## config.mk

```make
export PLATFORM = sky130hd
export DESIGN_NAME = signed_int_to_decimal_ascii_core
export DESIGN_NICKNAME = d
export VERILOG_FILES = /design/src/hdl/itoa_pkg.sv /design/src/hdl/itoa_dp.sv /design/src/hdl/itoa_ctrl.sv /design/src/hdl/signed_int_to_decimal_ascii_core.sv
export VERILOG_INCLUDE_DIRS = /design/src /design/src/hdl
export SDC_FILE = /design/constraint.sdc
export NUM_CORES = 1
export LEC_CHECK = 0
export BUFFER_PORTS_ARGS = -buffer_cell sky130_fd_sc_hd__buf_4
export CAP_MARGIN = 20
export CELL_PAD_IN_SITES_DETAIL_PLACEMENT = 1
export CELL_PAD_IN_SITES_GLOBAL_PLACEMENT = 2
export CORE_UTILIZATION = 40
export CTS_CLUSTER_SIZE = 30
export DETAILED_ROUTE_END_ITERATION = 10
export PLACE_DENSITY = 0.83
export SLEW_MARGIN = 15
export SYNTH_ARGS = -nofsm -noshare
export SYNTH_HDL_FRONTEND = slang
export SYNTH_SLANG_ARGS = --single-unit
```

## constraint.sdc

```tcl
create_clock -name clk -period 7.6 [get_ports clk]
set_input_delay 0.38 -clock clk [delete_from_list [all_inputs] [get_ports clk]]
set_output_delay 0.38 -clock clk [all_outputs]
set_load 0.05 [all_outputs]
```

## src/hdl/signed_int_to_decimal_ascii_core_defines.svh

```systemverilog
// Assertion macros shared by the RTL that checks itself.
// Both macros sample on the rising edge of clk and are idle while arst_n is low.
`ifndef SIGNED_INT_TO_DECIMAL_ASCII_CORE_DEFINES_SVH
`define SIGNED_INT_TO_DECIMAL_ASCII_CORE_DEFINES_SVH

// The consequent must hold in the same cycle as the antecedent.
`define ITOA_ASSERT_NOW(lbl, ante, cons, msg) \
	lbl: assert property (@(posedge clk) disable iff (!arst_n) (ante) |-> (cons)) \
		else $error(msg);

// The consequent must hold in the cycle after the antecedent.
`define ITOA_ASSERT_NEXT(lbl, ante, cons, msg) \
	lbl: assert property (@(posedge clk) disable iff (!arst_n) (ante) |=> (cons)) \
		else $error(msg);

`endif

```

## src/hdl/itoa_pkg.sv

```systemverilog
`default_nettype none

package itoa_pkg;

	localparam int MAG_W      = 32;
	localparam int NUM_DIGITS = 10;
	localparam int STEP_W     = $clog2(MAG_W);
	localparam int CNT_W      = $clog2(NUM_DIGITS + 1);

	localparam logic [STEP_W-1:0] STEP_LAST = STEP_W'(MAG_W - 1);

	localparam logic [7:0] CH_MINUS = 8'd45;
	localparam logic [7:0] CH_ZERO  = 8'd48;

	localparam logic [3:0] BCD_ADJ_MIN = 4'd5;
	localparam logic [3:0] BCD_ADJ_ADD = 4'd3;

	typedef logic [NUM_DIGITS-1:0][3:0] bcd_t;

	// Commands from the controller to the datapath.
	typedef struct packed {
		logic load;
		logic step;
		logic next;
		logic prep;
	} itoa_cmd_t;

	// Status from the datapath to the controller.
	typedef struct packed {
		logic conv_done;
		logic last;
	} itoa_sts_t;

endpackage

`default_nettype wire

```

## src/hdl/itoa_dp.sv

```systemverilog
`default_nettype none

module itoa_dp (
	input  wire logic              clk,
	input  wire logic              arst_n,
	input  wire logic [31:0]       value,
	input  wire itoa_pkg::itoa_cmd_t cmd,
	output itoa_pkg::itoa_sts_t    sts,
	output logic [7:0]             ascii_char,
	output logic                   last_char
);

	import itoa_pkg::*;

	logic [MAG_W-1:0]  bin_q;
	bcd_t              bcd_q;
	bcd_t              bcd_adj;
	logic [4*NUM_DIGITS-1:0] bcd_flat;
	logic              neg_q;
	logic [STEP_W-1:0] step_q;
	logic [CNT_W-1:0]  dcnt_q;
	logic [CNT_W-1:0]  ndig;
	logic [CNT_W-1:0]  cnt_src;
	logic [CNT_W-1:0]  dig_idx;
	logic [7:0]        char_q;
	logic              last_q;

	// Add-3 correction on every digit before the shift.
	always_comb begin
		for (int i = 0; i < NUM_DIGITS; i++) begin
			bcd_adj[i] = (bcd_q[i] >= BCD_ADJ_MIN) ? bcd_q[i] + BCD_ADJ_ADD : bcd_q[i];
		end
	end

	assign bcd_flat = bcd_adj;

	// Number of significant digits; zero still shows one digit.
	always_comb begin
		ndig = CNT_W'(1);
		for (int i = 0; i < NUM_DIGITS; i++) begin
			if (bcd_q[i] != 4'd0) begin
				ndig = CNT_W'(i + 1);
			end
		end
	end

	assign cnt_src = cmd.prep ? ndig : dcnt_q;
	assign dig_idx = cnt_src - CNT_W'(1);

	always_ff @(posedge clk or negedge arst_n) begin
		if (!arst_n) begin
			step_q <= '0;
			dcnt_q <= '0;
		end else if (cmd.load) begin
			step_q <= '0;
		end else if (cmd.step) begin
			step_q <= step_q + STEP_W'(1);
		end else if (cmd.next) begin
			dcnt_q <= neg_q ? cnt_src : dig_idx;
		end
	end

	always_ff @(posedge clk) begin
		if (cmd.load) begin
			neg_q <= value[MAG_W-1];
			bin_q <= value[MAG_W-1] ? (MAG_W'(0) - value) : value;
			bcd_q <= '0;
		end else if (cmd.step) begin
			bcd_q <= {bcd_flat[4*NUM_DIGITS-2:0], bin_q[MAG_W-1]};
			bin_q <= {bin_q[MAG_W-2:0], 1'b0};
		end else if (cmd.next) begin
			if (neg_q) begin
				char_q <= CH_MINUS;
				last_q <= 1'b0;
				neg_q  <= 1'b0;
			end else begin
				char_q <= CH_ZERO + {4'd0, bcd_q[dig_idx]};
				last_q <= (cnt_src == CNT_W'(1));
			end
		end
	end

	assign sts.conv_done = (step_q == STEP_LAST);
	assign sts.last      = last_q;
	assign ascii_char    = char_q;
	assign last_char     = last_q;

endmodule

`default_nettype wire

```

## src/hdl/itoa_ctrl.sv

```systemverilog
`default_nettype none

module itoa_ctrl (
	input  wire logic            clk,
	input  wire logic            arst_n,
	input  wire logic            in_valid,
	output logic                 in_ready,
	output logic                 out_valid,
	input  wire logic            out_ready,
	input  wire itoa_pkg::itoa_sts_t sts,
	output itoa_pkg::itoa_cmd_t  cmd
);

	import itoa_pkg::*;

	typedef enum logic [3:0] {
		ST_IDLE = 4'b0001,
		ST_CONV = 4'b0010,
		ST_PREP = 4'b0100,
		ST_SHOW = 4'b1000
	} state_t;

	state_t state_q;
	state_t state_d;

	always_ff @(posedge clk or negedge arst_n) begin
		if (!arst_n) begin
			state_q <= ST_IDLE;
		end else begin
			state_q <= state_d;
		end
	end

	assign in_ready  = (state_q == ST_IDLE);
	assign out_valid = (state_q == ST_SHOW);

	always_comb begin
		state_d = state_q;
		cmd     = '0;
		case (state_q)
			ST_IDLE: begin
				if (in_valid) begin
					cmd.load = 1'b1;
					state_d  = ST_CONV;
				end
			end
			ST_CONV: begin
				cmd.step = 1'b1;
				if (sts.conv_done) begin
					state_d = ST_PREP;
				end
			end
			ST_PREP: begin
				// Loads the first character straight from the digit count.
				cmd.next = 1'b1;
				cmd.prep = 1'b1;
				state_d  = ST_SHOW;
			end
			ST_SHOW: begin
				if (out_ready) begin
					if (sts.last) begin
						state_d = ST_IDLE;
					end else begin
						cmd.next = 1'b1;
					end
				end
			end
			default: begin
				state_d = ST_IDLE;
			end
		endcase
	end

endmodule

`default_nettype wire

```

## src/hdl/signed_int_to_decimal_ascii_core.sv

```systemverilog
// Channel  Handshake             Payload
// input    in_valid / in_ready   value[31:0] (signed)
// output   out_valid / out_ready ascii_char[7:0], last_char
//
// One value is converted at a time. After the input transfer, a shift-and-add-3
// loop runs over the 32 magnitude bits, then the prep state forms the first character.
// Characters follow at one per cycle while out_ready is high: 1 to 11 per value.
// A stalled output holds the current character; in_ready is high only when idle.
// Reset returns the controller to idle; no stored state survives a value.
`default_nettype none

`include "signed_int_to_decimal_ascii_core_defines.svh"

module signed_int_to_decimal_ascii_core (
	input  wire logic        clk,
	input  wire logic        arst_n,
	input  wire logic        in_valid,
	output logic             in_ready,
	input  wire logic [31:0] value,
	output logic             out_valid,
	input  wire logic        out_ready,
	output logic [7:0]       ascii_char,
	output logic             last_char
);

	import itoa_pkg::*;

	itoa_cmd_t cmd;
	itoa_sts_t sts;

	itoa_ctrl u_ctrl (
		.clk       (clk),
		.arst_n    (arst_n),
		.in_valid  (in_valid),
		.in_ready  (in_ready),
		.out_valid (out_valid),
		.out_ready (out_ready),
		.sts       (sts),
		.cmd       (cmd)
	);

	itoa_dp u_dp (
		.clk        (clk),
		.arst_n     (arst_n),
		.value      (value),
		.cmd        (cmd),
		.sts        (sts),
		.ascii_char (ascii_char),
		.last_char  (last_char)
	);

	`ITOA_ASSERT_NOW(a_ready_excl, in_ready, !out_valid, "input ready while showing")
	`ITOA_ASSERT_NEXT(a_in_then_busy, in_valid && in_ready, !out_valid && !in_ready, "no busy time")
	`ITOA_ASSERT_NEXT(a_more_chars, out_valid && out_ready && !last_char, out_valid, "text cut")
	`ITOA_ASSERT_NEXT(a_last_idle, out_valid && out_ready && last_char, in_ready, "not idle")

endmodule

`default_nettype wire
```

[After elaboration in Yosys (flattened, before gate mapping)]
Index checks and enable logic that the tools add are counted.
Word-level totals
  flip-flop bits (word level): 95
  bits of input ports: 36
  output and inout bits: 11
Operators by class
  $add $sub $neg: 14
  magnitude comparators: 11
  equal/unequal tests: 11
  muxes and demuxes: 43
  bitwise operators: 2
  reduce and logical (&&, ||, !) cells: 14
Operators with widths (count)
  2-to-1 mux 32 bit: 3
  2-to-1 mux 4 bit: 19
  greater-or-equal comparator 4 x 3 -> 1 bit, second input constant: 10
  adder 4 x 2 -> 4 bit, second input constant: 9
  nonzero test 4 bit: 9
  subtractor 1 x 32 -> 32 bit, first input constant: 1
  binary-select mux 4 bit (select 4 bit): 1
  case mux 4 bit (4 select lines): 1
  2-to-1 mux 3 bit: 5
  2-to-1 mux 5 bit: 2
  2-to-1 mux 1 bit: 9
  == test 4 x 1 -> 1 bit, second input constant: 2
  adder 6 x 4 -> 7 bit, first input constant: 1
  inequality test 2 x 1 -> 1 bit, second input constant: 3
  adder 5 x 1 -> 5 bit, second input constant: 1
  == test 5 bit, second input constant: 1
  < comparator 4 x 5 -> 1 bit, second input constant: 1
  == test 4 x 2 -> 1 bit, second input constant: 1
  == test 4 x 3 -> 1 bit, second input constant: 1
  == test 4 bit, second input constant: 1
  2-to-1 mux 2 bit: 2
  inequality test 2 bit, second input constant: 2
  AND reduction 4 bit: 1
  nonzero test 2 bit: 2
  6 further kinds: 7

[Depth between registers and ports, before layout]
Gate-level depths: netlist of run 1.
  depth after elaboration: 15
  depth in mapped cells: 15
  gate-level depth less buffers: 14

[By module]
Synthesis of run 1 repeated with hierarchy kept, for this count alone.
Unflattened totals
  cells, all modules: 676
  area, all modules: 5933.2 um^2
Modules (own cells, without submodules)
  itoa_dp: times used 1, cells an instance 655, area each 5721.7 um^2, sequential area each 2197.1 um^2
  itoa_ctrl: times used 1, cells an instance 21, area each 211.5 um^2, sequential area each 101.3 um^2

[Worst setup path after synthesis of run 1]
No wires, ideal clock.
  path type: register to register
  start: reg u_ctrl.state_q[0]
  end: reg u_dp.bin_q[0], enable pin
  setup time: 389 ps
  arrival: 3955 ps
  path slack: 3255 ps
  stages on the path, launching flop included: 5
  path buffers: 1
  clock period less this slack: 4345 ps
  cell sequence: dfstp_2 nor4b_1 nand2_1 clkbuf_1 nand2_1
On the way
  cells in the longest elaborated chain, start to end: 3
  elaborated cells on any way between the ends: 5
Ends and longest elaborated chain
  start: declaration: RTL line itoa_ctrl.sv:23  | state_t state_q;
  start signal: assignment: RTL line itoa_ctrl.sv:30  | state_q <= state_d;
  == test 4 x 1 -> 1 bit
  via in_ready: RTL line signed_int_to_decimal_ascii_core.sv:18  | output logic in_ready,
  2-to-1 mux 1 bit: RTL line itoa_ctrl.sv:40  | case (state_q)
  nonzero test 2 bit (no source line)
  end signal: assignment: RTL line itoa_dp.sv:66  | bin_q <= value[MAG_W-1] ? (MAG_W'(0) - value) : value;
  end signal: assignment: RTL line itoa_dp.sv:70  | bin_q <= {bin_q[MAG_W-2:0], 1'b0};
  end: declaration: RTL line itoa_dp.sv:15  | logic [MAG_W-1:0] bin_q;
The timed path passes the listed nets, and every way through them passes these cells.
A chain may end at the register's enable or synchronous reset.

[Final worst setup path of run 1]
  start: reg u_dp.bcd_q[28] (netlist name)
  end: reg u_dp.char_q[2], in the netlist u_dp.ascii_char[2] (data pin)
On the way
  cells in the longest elaborated chain, start to end: 9
Ends and longest elaborated chain
  start: declaration: RTL line itoa_dp.sv:16  | bcd_t bcd_q;
  start signal: assignment: RTL line itoa_dp.sv:69  | bcd_q <= {bcd_flat[4*NUM_DIGITS-2:0], bin_q[MAG_W-1]};
  nonzero test 4 bit: RTL line itoa_dp.sv:41  | if (bcd_q[i] != 4'd0) begin
  2-to-1 mux 4 bit (3 in series): RTL line itoa_dp.sv:41
  2-to-1 mux 4 bit: RTL line itoa_dp.sv:47  | assign cnt_src = cmd.prep ? ndig : dcnt_q;
  subtractor 4 x 1 -> 4 bit: RTL line itoa_dp.sv:48  | assign dig_idx = cnt_src - CNT_W'(1);
  binary-select mux 4 bit (select 4 bit) *: RTL line itoa_dp.sv:77  | char_q <= CH_ZERO + {4'd0, bcd_q[dig_idx]};
  2-to-1 mux 4 bit (implied by the code) *: RTL line itoa_dp.sv:77
  adder 6 x 4 -> 7 bit *: RTL line itoa_dp.sv:77
  end signal: assignment: RTL line itoa_dp.sv:77
  end: declaration: RTL line itoa_dp.sv:25  | logic [7:0] char_q;
Mark *: on every way between the ends. The rest lies on a longest branch, timed or not. The select of a mux whose other input is x is not followed.

==> flow_metrics.py, run 1 <==
metrics = {
    "yosys": {
        "synthDistinctLibCells": 68,
        "synth_seq_area_share_pct": 39.9,
        "synth_cells": 654,
        "ys_async_sr_fraction_pct": 14.1,
        "synth_ff_type": "dfxtp_1",
        "synth-edff-count": 39,
        "syn_avg_cell_area_um2": 8.82,
        "ys_warn_count": 0,
        "ys_ff_latch": 92,
        "synth.cell_area_um2": 5770,
    },
    "global_routing": {
        "grt_start_max_net_pins": 82,
        "track_usage_pct": 21.5,
        "antenna_found_initial": 0,
        "grt_pass1_wl_um": 24600,
        "grt_pass1_vias": 4812,
        "grt-ovfl-total": 0,
    },
    "run": {
        "max_cap_violations": 0,
    },
    "power": {
        "vdd_drop_max_uv": 133,
        "p_leak_nw": 2.48,
        "powerDensity_nw_per_um2": 235,
        "p_total_w": 0.00153,
    },
    "drt": {
        "wirelength_um": 14800,
        "ant_nets": 0,
        "via_per_inst": 5.52,
        "dr.pass1.iters": 4,
        "drt-initial-drc-count": 325,
        "drc": 0,
        "avgRoutedWirePerCell_um": 17.1,
        "dr_total_vias": 4782,
    },
    "cts": {
        "cts-buffers-inserted": 9,
        "cts_resized": 0,
        "cts_setup_buffers": 0,
        "clock-sinks": 92,
        "cts_max_level": 3,
        "hold_buffers": 1,
        "clockBufferDepth": 2,
        "insertion_delay_ps": 350,
        "cts_root_buffer": "clkbuf_16",
        "cts_tree": "done",
        "clk_pin_slew_ps": 60,
    },
    "worst_hold_path": {
        "whs_path_depth": 3,
        "holdPathEnd": "u_ctrl.state_q[0]",
        "hold_class": "in -> reg",
        "worstHoldStart": "in_valid",
    },
    "setup_path": {
        "r2r_slack_ps": 3410,
        "timing.rr.start": "u_dp.bcd_q[28]",
        "worstSetupStartpointType": "register",
        "end_kind": "register",
        "cp.required_ps": 7680,
        "crit_type": "reg -> reg",
        "arrival_ps": 4280,
        "r2r_cells": 10,
        "r2r_end": "u_dp.ascii_char[2]",
        "cp_max_fo": 11,
    },
    "place": {
        "place_congestion": 0.834,
        "port_buffers": 43,
        "post-place-ws_ps": 3420,
        "dp.cells": 849,
        "dpl_cell_area_um2": 6220,
        "hpwlAfterDp_um": 10500,
    },
    "final_layout": {
        "final_cell_mix": "nand2_1, o21ai_0, buf_4",
        "fin_nets": 744,
        "fillers": 1641,
        "stdcell_count": 866,
        "drive_gt1_share_pct": 11.8,
        "stdcell_area_um2": 6510,
        "mostFrequentLayoutCell": "nand2_1",
        "num_antenna_cells": 0,
        "area_growth_pct": 12.9,
    },
    "sta": {
        "worst_slew_pin_slew_ps": 895,
        "setup_tns_ps": 0,
        "finalCritPeriodShare_pct": 55.2,
        "setup_violations": 0,
        "min_period_ps": 4190,
        "slew_headroom_pct": 39.4,
        "fin_skew_ps": 9.00,
        "hold_viol_final": 0,
        "max_freq_mhz": 238,
        "timing.final.ws_setup_ps": 3410,
        "grt_setup_unrepaired": "no",
        "drv_slew": 0,
    },
    "floorplanning": {
        "io_pins": 47,
        "num_rows": 43,
        "coreArea_um2": 14000,
        "fp.dieW_um": 122,
        "start_util_pct": 41.2,
        "die_h_um": 122,
        "dieArea_um2": 14900,
    },
    "status": {
        "status": "complete, no violations",
    },
}
[cell families (layout without fill, tap and decap cells)]
group	count (synthesis)	after routing	synth area share, %
simple gates	224	224	19.2
fa+ha+maj	27	27	5.86
flops	92	92	39.9
buf+inv	66	97	4.69
mux	13	13	3.78
other cells	2	3	0.130
compound gates	179	179	18.7
xor+xnor	51	51	7.75
[synth_stat cells (2+ instances only)]
cell type | n | area [um2]
nand2_1 | 84 | 315
o21ai_0 | 75 | 375
a21oi_1 | 46 | 230
nor2_1 | 44 | 165
dfxtp_1 | 40 | 801
edfxtp_1 | 39 | 1170
xor2_1 | 35 | 307
inv_1 | 30 | 113
nand3_1 | 30 | 150
ha_1 | 27 | 338
clkbuf_1 | 25 | 93.8
xnor2_1 | 16 | 140
nand2b_1 | 13 | 81.3
dfrtp_1 | 12 | 300
nor3b_1 | 12 | 90.1
o31ai_1 | 10 | 75.1
o21ai_1 | 9 | 45.0
and2_1 | 7 | 43.8
mux4_2 | 7 | 158
mux2i_1 | 6 | 60.1
o41ai_1 | 6 | 52.6
o32ai_1 | 5 | 43.8
nor4_1 | 4 | 25.0
nor4b_1 | 4 | 35.0
or4_1 | 4 | 30.0
buf_1 | 3 | 11.3
buf_4 | 3 | 22.5
nand3b_1 | 3 | 22.5
nor3_1 | 3 | 15.0
o211ai_1 | 3 | 22.5
or3_1 | 3 | 18.8
a221o_1 | 2 | 20.0
a221oi_1 | 2 | 17.5
a22o_1 | 2 | 17.5
a22oi_1 | 2 | 15.0
a31oi_1 | 2 | 12.5
buf_2 | 2 | 10.0
conb_1 | 2 | 7.51
nand4_1 | 2 | 12.5
nor2b_1 | 2 | 12.5
[metal layers]
metal	vias to the layer above	share of wire, %	track usage [%]
met4	0	0.98	4.57
met5	-	0	0
li1	2383	-	-
met3	11	2.9	4.68
met2	61	48	36.0
met1	2327	48	28.2
[flip-flops by register name, summed over array words and instances, names as in the netlist]
| name | cells |
|---|---|
| u_dp.dcnt_q | 4 |
| u_dp.ascii_char | 5 |
| u_dp.bin_q | 32 |
| u_ctrl.state_q | 4 |
| u_dp.last_char | 1 |
| u_dp.bcd_q | 40 |
| u_dp.step_q | 5 |
| u_dp.neg_q | 1 |
[worst max-delay path, stage by stage (launching register included)]
cell and delay, ps:
dfxtp_1 440, inv_1 100, ha_1 200, nor3b_1 160, o311ai_1 760, o21ai_1 160
ha_1 690, clkinv_1 470, mux4_2 560, a221oi_1 290, o21ai_1 110
[layout make-up]
type | instances | area, um2 | area share (%)
Timing Repair Buffer | 50 | 378 | 5.81
Multi-Input combinational cell | 497 | 3210 | 49.3
Inverter | 31 | 116 | 1.79
Clock inverter | 3 | 41.3 | 0.634
Tap cell | 180 | 225 | 3.46
Clock buffer | 13 | 240 | 3.69
Sequential cell | 92 | 2300 | 35.3
[worst max-delay path by stage]
stage / start / endpoint
after floorplan: u_ctrl.state_q[0] / u_dp.bin_q[0]
after detailed placement: u_dp.bcd_q[25] / u_dp.ascii_char[2]
after global placement: u_dp.bcd_q[28] / u_dp.ascii_char[2]
final: u_dp.bcd_q[28] / u_dp.ascii_char[2]
after global routing: u_dp.bcd_q[13] / u_dp.ascii_char[2]
after CTS: u_dp.bcd_q[25] / u_dp.ascii_char[2]
[stage by stage]
stage / utilization (%) / hold slack [ps]
3_5_place_dp: 44.4 / 245
4_1_cts: 46.5 / 278
6_report: 46.5 / 286
5_1_grt: 46.5 / 282
2_1_floorplan: - / 84.4
3_3_place_gp: 44.4 / 242
[where the power goes]
group | leakage (nW) | switching, W | total, W | internal, W
Clock | 0.131 | 0.000184 | 0.000439 | 0.000254
Combinational | 1.48 | 0.000260 | 0.000371 | 0.000112
Sequential | 0.865 | 0.0000507 | 0.000720 | 0.000669
Total | 2.48 | 0.000495 | 0.00153 | 0.00103
No activity file was read; power rests on OpenSTA's default activity.
==> run 2, diff against run 1 <==
--- a/config.mk
+++ b/config.mk
@@ -6,14 +6,15 @@
 export SDC_FILE = /design/constraint.sdc
 export NUM_CORES = 1
 export LEC_CHECK = 0
+export ABC_AREA = 1
 export BUFFER_PORTS_ARGS = -buffer_cell sky130_fd_sc_hd__buf_4
 export CAP_MARGIN = 20
 export CELL_PAD_IN_SITES_DETAIL_PLACEMENT = 1
 export CELL_PAD_IN_SITES_GLOBAL_PLACEMENT = 2
-export CORE_UTILIZATION = 40
+export CORE_UTILIZATION = 32
 export CTS_CLUSTER_SIZE = 30
 export DETAILED_ROUTE_END_ITERATION = 10
-export PLACE_DENSITY = 0.83
+export PLACE_DENSITY = 0.74
 export SLEW_MARGIN = 15
 export SYNTH_ARGS = -nofsm -noshare
 export SYNTH_HDL_FRONTEND = slang
==> constraint.sdc (replaced) <==
create_clock -name clk -period 3.8 [get_ports clk]
set_input_delay 0.19 -clock clk [delete_from_list [all_inputs] [get_ports clk]]
set_output_delay 0.19 -clock clk [all_outputs]
set_load 0.05 [all_outputs]
==> flow_metrics.py, run 2 <==
metrics = {
    "final_layout": {
        "num_antenna_cells": 0,
        "top_register": "u_dp.bcd_q",
        "largest_reg_flops": 40,
        "stdcell_area_um2": 6720,
        "multi_input_area_um2": 3070,
        "mostFrequentLayoutCell": "nand2_1",
        "final-seq-area_um2": 2300,
        "fillers": 2177,
        "reg.largest.list": "u_dp.bcd_q: 40 flops, u_dp.bin_q: 32 flops",
        "fin_nets": 847,
        "final_cell_mix": "nand2_1, inv_1, o21ai_0",
        "drive_gt1_share_pct": 14.3,
        "area_growth_pct": 14.7,
    },
    "floorplanning": {
        "coreArea_um2": 18000,
        "io_pins": 47,
        "die_h_um": 137,
        "num_rows": 49,
        "start_util_pct": 32.6,
        "fp.dieW_um": 137,
        "dieArea_um2": 18800,
    },
    "yosys": {
        "ys_warn_count": 0,
        "ys_async_sr_fraction_pct": 14.1,
        "ys_ff_latch": 92,
        "synth_ff_type": "dfxtp_1",
        "synthDistinctLibCells": 54,
        "yosysMostFrequentCell": "nand2_1",
        "synth.cell_area_um2": 5860,
        "synth-edff-count": 39,
        "yosys.area.top_type": "edfxtp_1",
        "synth_common_cells": "nand2_1, inv_1, o21ai_0, nor2_1",
        "synth_cells": 752,
        "ys_top_cells_by_area": "edfxtp_1, dfxtp_1, nand2_1",
        "syn_avg_cell_area_um2": 7.79,
        "synth_seq_area_share_pct": 39.2,
        "synth_top_area_share_pct": 20.0,
    },
    "global_routing": {
        "grt-ovfl-total": 0,
        "antenna_found_initial": 0,
        "grt_pass1_wl_um": 25700,
        "track_usage_pct": 17.7,
        "grt_pass1_vias": 5121,
        "grt_start_max_net_pins": 66,
    },
    "setup_path": {
        "crit_type": "reg -> reg",
        "timing.rr.start": "u_dp.bcd_q[8]",
        "r2r_cells": 21,
        "cp_max_fo": 11,
        "arrival_ps": 3360,
        "r2r_slack_ps": 550,
        "end_kind": "register",
        "worstSetupStartpointType": "register",
        "r2r_end": "u_dp.ascii_char[0]",
        "cp.required_ps": 3900,
    },
    "run": {
        "max_cap_violations": 0,
    },
    "cts": {
        "cts_max_level": 3,
        "cts_tree": "done",
        "clockBufferDepth": 2,
        "insertion_delay_ps": 350,
        "clock-sinks": 92,
        "cts-buffers-inserted": 9,
        "cts_root_buffer": "clkbuf_16",
        "cts_setup_buffers": 0,
        "clk_pin_slew_ps": 70,
    },
    "sta": {
        "min_period_ps": 3250,
        "worst_slew_pin_slew_ps": 691,
        "setup_tns_ps": 0,
        "finalCritPeriodShare_pct": 85.6,
        "setup_violations": 0,
        "hold_viol_final": 0,
        "grt_setup_unrepaired": "no",
        "drv_slew": 0,
        "fin_skew_ps": 10.9,
        "max_freq_mhz": 307,
        "slew_headroom_pct": 53.9,
    },
    "drt": {
        "dr.pass1.iters": 4,
        "ant_nets": 0,
        "wirelength_um": 15700,
        "dr_total_vias": 5084,
        "drt-initial-drc-count": 200,
        "drc": 0,
        "avgRoutedWirePerCell_um": 15.4,
        "via_per_inst": 4.99,
    },
    "place": {
        "port_buffers": 43,
        "hpwlAfterDp_um": 11500,
        "dpl_cell_area_um2": 6380,
        "place_congestion": 0.796,
    },
    "worst_hold_path": {
        "hold_class": "in -> reg",
        "whs_path_depth": 4,
        "worstHoldStart": "in_valid",
        "holdPathEnd": "u_ctrl.state_q[0]",
    },
    "power": {
        "powerDensity_nw_per_um2": 789,
        "vdd_drop_max_uv": 683,
        "p_leak_nw": 2.87,
    },
    "status": {
        "status": "complete, no violations",
    },
}
-- run 2: worst max path at each step --
stage          depth (start not counted)                  to  slack (ps)         startpoint
2_1_floorplan                          5       u_dp.bin_q[0]         570  u_ctrl.state_q[0]
3_3_place_gp                          21  u_dp.ascii_char[3]         710      u_dp.bcd_q[8]
3_5_place_dp                          21  u_dp.ascii_char[3]         610      u_dp.bcd_q[8]
4_1_cts                               21  u_dp.ascii_char[3]         590      u_dp.bcd_q[8]
5_1_grt                               19  u_dp.ascii_char[2]         320     u_dp.bcd_q[12]
6_report                              21  u_dp.ascii_char[0]         550      u_dp.bcd_q[8]
-- run 2: kinds of logic (layout without fill, tap and decap cells) --
family	after synthesis	after routing	share of synthesized area (%)
AND/OR/NAND/NOR	279	279	21.9
AO/OA/AOI/OAI	188	188	18.0
buffers and inverters	126	162	8.57
flip-flops	92	92	39.2
XOR/XNOR	38	38	6.32
adder cells (fa/ha/maj)	27	27	5.77
other	2	3	0.128
-- run 2: power breakdown --
part / total, W / internal (W) / leakage (nW) / switching [W]
clock: 0.000984 / 0.000586 / 0.157 / 0.000399
sequential: 0.00178 / 0.00155 / 0.862 / 0.000232
combinational: 0.00253 / 0.000822 / 1.85 / 0.00171
-- run 2: timing repair --
action,in CTS,in global routing
hold buffers,1,0
resized for setup,0,0
hold endpoints to repair,13,0
-- run 2: layout make-up --
type                    instances  share of cell area (%)
multi-input cells             535                    45.7
flip-flops and latches         92                    34.2
repair buffers                 49                    5.52
inverters                      97                    5.42
well taps                     229                    4.27
clock buffers                  13                    4.19
clock inverters                 3                   0.634
-- run 2: critical path, stage by stage (launching register included) --
cell and delay (ps):
dfxtp_1 420, inv_1 110, ha_1 250, nand2_2 100
nor2_1 40, nand2_1 80, nand2_1 60, nand2_1 80
nand2_1 60, nand2_1 70, nand2_1 60, nand2_2 80
nand2_4 70, nand2_2 230, clkinv_1 190, ha_1 280
xor2_4 300, nor2_1 110, o21ai_0 100, a21oi_1 50
o21ai_0 180, nand2_1 70
-- run 2: per-layer routing --
metal / part of all wire, % / up-vias / track usage [%]
met5: 0 / - / 0
met4: 1.9 / 0 / 6.90
li1: - / 2574 / -
met3: 2.5 / 16 / 2.47
met1: 48 / 2433 / 22.2
met2: 47 / 61 / 30.6
-- run 2: metrics by stage --
stage | instances | total power, W | hold slack [ps] | util (%) | worst slack, ps
final | 1018 | 0.00530 | 108 | 37.4 | 548
after global routing | 1018 | 0.00575 | 128 | 37.4 | 316
after CTS | 1018 | 0.00538 | 94.5 | 37.4 | 593
after detailed placement | 1001 | 0.00436 | 54.4 | 35.5 | 612
after global placement | 1001 | 0.00428 | 53.0 | 35.5 | 713
after floorplan | 753 | 0.00366 | -106 | - | 567
==> run 3, diff against run 2 <==
--- a/config.mk
+++ b/config.mk
@@ -6,14 +6,13 @@
 export SDC_FILE = /design/constraint.sdc
 export NUM_CORES = 1
 export LEC_CHECK = 0
-export ABC_AREA = 1
-export BUFFER_PORTS_ARGS = -buffer_cell sky130_fd_sc_hd__buf_4
 export CAP_MARGIN = 20
 export CELL_PAD_IN_SITES_DETAIL_PLACEMENT = 1
 export CELL_PAD_IN_SITES_GLOBAL_PLACEMENT = 2
-export CORE_UTILIZATION = 32
+export CORE_UTILIZATION = 36
 export CTS_CLUSTER_SIZE = 30
 export DETAILED_ROUTE_END_ITERATION = 10
+export DONT_BUFFER_PORTS = 1
 export PLACE_DENSITY = 0.74
 export SLEW_MARGIN = 15
 export SYNTH_ARGS = -nofsm -noshare
==> flow_metrics.py, run 3 (synthesized netlist as in run 1, its figures left out) <==
metrics = {
    "final_layout": {
        "fillers": 1856,
        "fin_nets": 712,
        "top_register": "u_dp.bcd_q",
        "final_cell_mix": "nand2_1, o21ai_0, a21oi_1",
        "num_antenna_cells": 0,
        "drive_gt1_share_pct": 8.87,
        "mostFrequentLayoutCell": "nand2_1",
        "stdcell_area_um2": 6360,
        "reg.largest.list": "u_dp.bcd_q: 40 flops, u_dp.bin_q: 32 flops",
        "largest_reg_flops": 40,
        "area_growth_pct": 10.3,
    },
    "run": {
        "max_cap_violations": 0,
    },
    "place": {
        "place_congestion": 0.861,
        "dpl_cell_area_um2": 6040,
        "hpwlAfterDp_um": 11000,
        "port_buffers": 0,
    },
    "drt": {
        "avgRoutedWirePerCell_um": 17.2,
        "dr.pass1.iters": 4,
        "routed-wl-met2_um": 7110,
        "ant_nets": 0,
        "wirelength_um": 14900,
        "dr_total_vias": 4694,
        "wl_met1_um": 7120,
        "drc": 0,
        "via_per_inst": 5.43,
        "wl_met3_um": 475,
        "drt-initial-drc-count": 178,
        "topRoutingLayerUsed": "met4",
    },
    "sta": {
        "grt_setup_unrepaired": "no",
        "min_period_ps": 3460,
        "worst_slew_pin_slew_ps": 905,
        "fin_skew_ps": 7.96,
        "drv_slew": 0,
        "finalCritPeriodShare_pct": 91.1,
        "setup_tns_ps": 0,
        "setup_violations": 0,
        "slew_headroom_pct": 39.5,
        "max_freq_mhz": 289,
        "hold_viol_final": 0,
    },
    "setup_path": {
        "cp-startpoint": "u_ctrl.state_q[1]",
        "r2r_slack_ps": 340,
        "cp.required_ps": 3890,
        "arrival_ps": 3550,
        "crit_type": "reg -> reg",
        "timing.rr.start": "u_ctrl.state_q[1]",
        "worstSetupStartpointType": "register",
        "endpoint": "u_dp.ascii_char[3]",
        "cp_max_fo": 6,
        "end_kind": "register",
        "r2r_cells": 12,
        "r2r_end": "u_dp.ascii_char[3]",
    },
    "global_routing": {
        "grt-ovfl-total": 0,
        "track_usage_pct": 19.5,
        "grt_pass1_wl_um": 25400,
        "antenna_found_initial": 0,
        "grt_start_max_net_pins": 64,
        "grt_pass1_vias": 4873,
    },
    "power": {
        "powerDensity_nw_per_um2": 475,
        "p_leak_nw": 2.35,
        "vdd_drop_max_uv": 245,
    },
    "cts": {
        "cts_root_buffer": "clkbuf_16",
        "cts_tree": "done",
        "insertion_delay_ps": 350,
        "clockBufferDepth": 2,
        "cts_max_level": 3,
        "cts-buffers-inserted": 9,
        "clk_pin_slew_ps": 70,
        "clock-sinks": 92,
    },
    "floorplanning": {
        "start_util_pct": 37.4,
        "dieArea_um2": 16500,
        "io_pins": 47,
        "num_rows": 45,
        "fp.dieW_um": 129,
        "coreArea_um2": 15400,
        "die_h_um": 129,
    },
    "status": {
        "status": "complete, no violations",
    },
    "worst_hold_path": {
        "hold_class": "in -> reg",
    },
}
## run 3: changes by cell type in the layout (fill, tap and decap cells not counted), sizes merged, moves of 17 or more
| cell | delta |
|---|---|
| nand2 | -56 |
| nand3 | -17 |
| o21ai | -24 |
| buf | -32 |
| inv | -63 |
## run 3: timing repair
| action | in CTS | in global routing |
|---|---|---|
| hold buffers | 2 | 0 |
| setup buffers | 0 | 0 |
| resized for setup | 0 | 4 |
| endpoints found under the hold margin | 14 | 0 |
| endpoints found under the setup margin | 0 | 1 |
## run 3: how the worst min path moves through the flow
stage | depth (start not counted) | from | endpoint | slack [ps]
final | 1 | value[30] | u_dp.bin_q[31] | 60
after global routing | 1 | value[30] | u_dp.bin_q[31] | 60
after CTS | 1 | value[30] | u_dp.bin_q[31] | 40
after detailed placement | 0 | arst_n | u_dp.step_q[0] | -110
after global placement | 0 | arst_n | u_dp.step_q[0] | -110
after floorplan | 0 | arst_n | u_ctrl.state_q[1] | -110
## run 3: where the power goes
part | switching [W] | total (W) | internal [W]
Clock | 0.000407 | 0.000853 | 0.000446
Combinational | 0.000497 | 0.000718 | 0.000221
Sequential | 0.000112 | 0.00145 | 0.00134
Total | 0.00102 | 0.00302 | 0.00200
## run 3: through the flow
stage                     hold WS [ps]  power [W]  util, %  setup WS, ps  cells
final                             60.3    0.00302     41.2           340    865
after global routing              59.2    0.00322     41.2          27.6    865
after CTS                         43.7    0.00307     41.1           249    865
after detailed placement          -105    0.00221     39.2           292    847
after global placement            -105    0.00217     39.2           366    847
after floorplan                   -106    0.00195        -          82.1    655
## run 3: cell type report
class	instances	area (um2)	share of cell area, %
multi-input combinational	497	3250	51.1
clock buffer	9	225	3.54
clock inverter	7	50.0	0.787
timing repair buffer	18	153	2.40
inverter	31	116	1.83
sequential	92	2300	36.1
tap	211	264	4.15
## run 3: critical path, cell delays in order, from the launching register on
cell	delay, ps
dfrtp_1	460
or4b_1	660
a22oi_1	310
and2_1	230
inv_1	80
ha_1	300
clkinv_1	200
buf_4	230
nor4_1	310
a311oi_1	90
o31a_1	140
o211ai_1	100
nand3_1	80
## run 3: layer usage
metal	vias to the layer above	GRT usage (%)
li1	2319	-
met1	2285	25.6
met2	76	32.5
met3	14	3.20
met4	0	6.64
met5	-	0
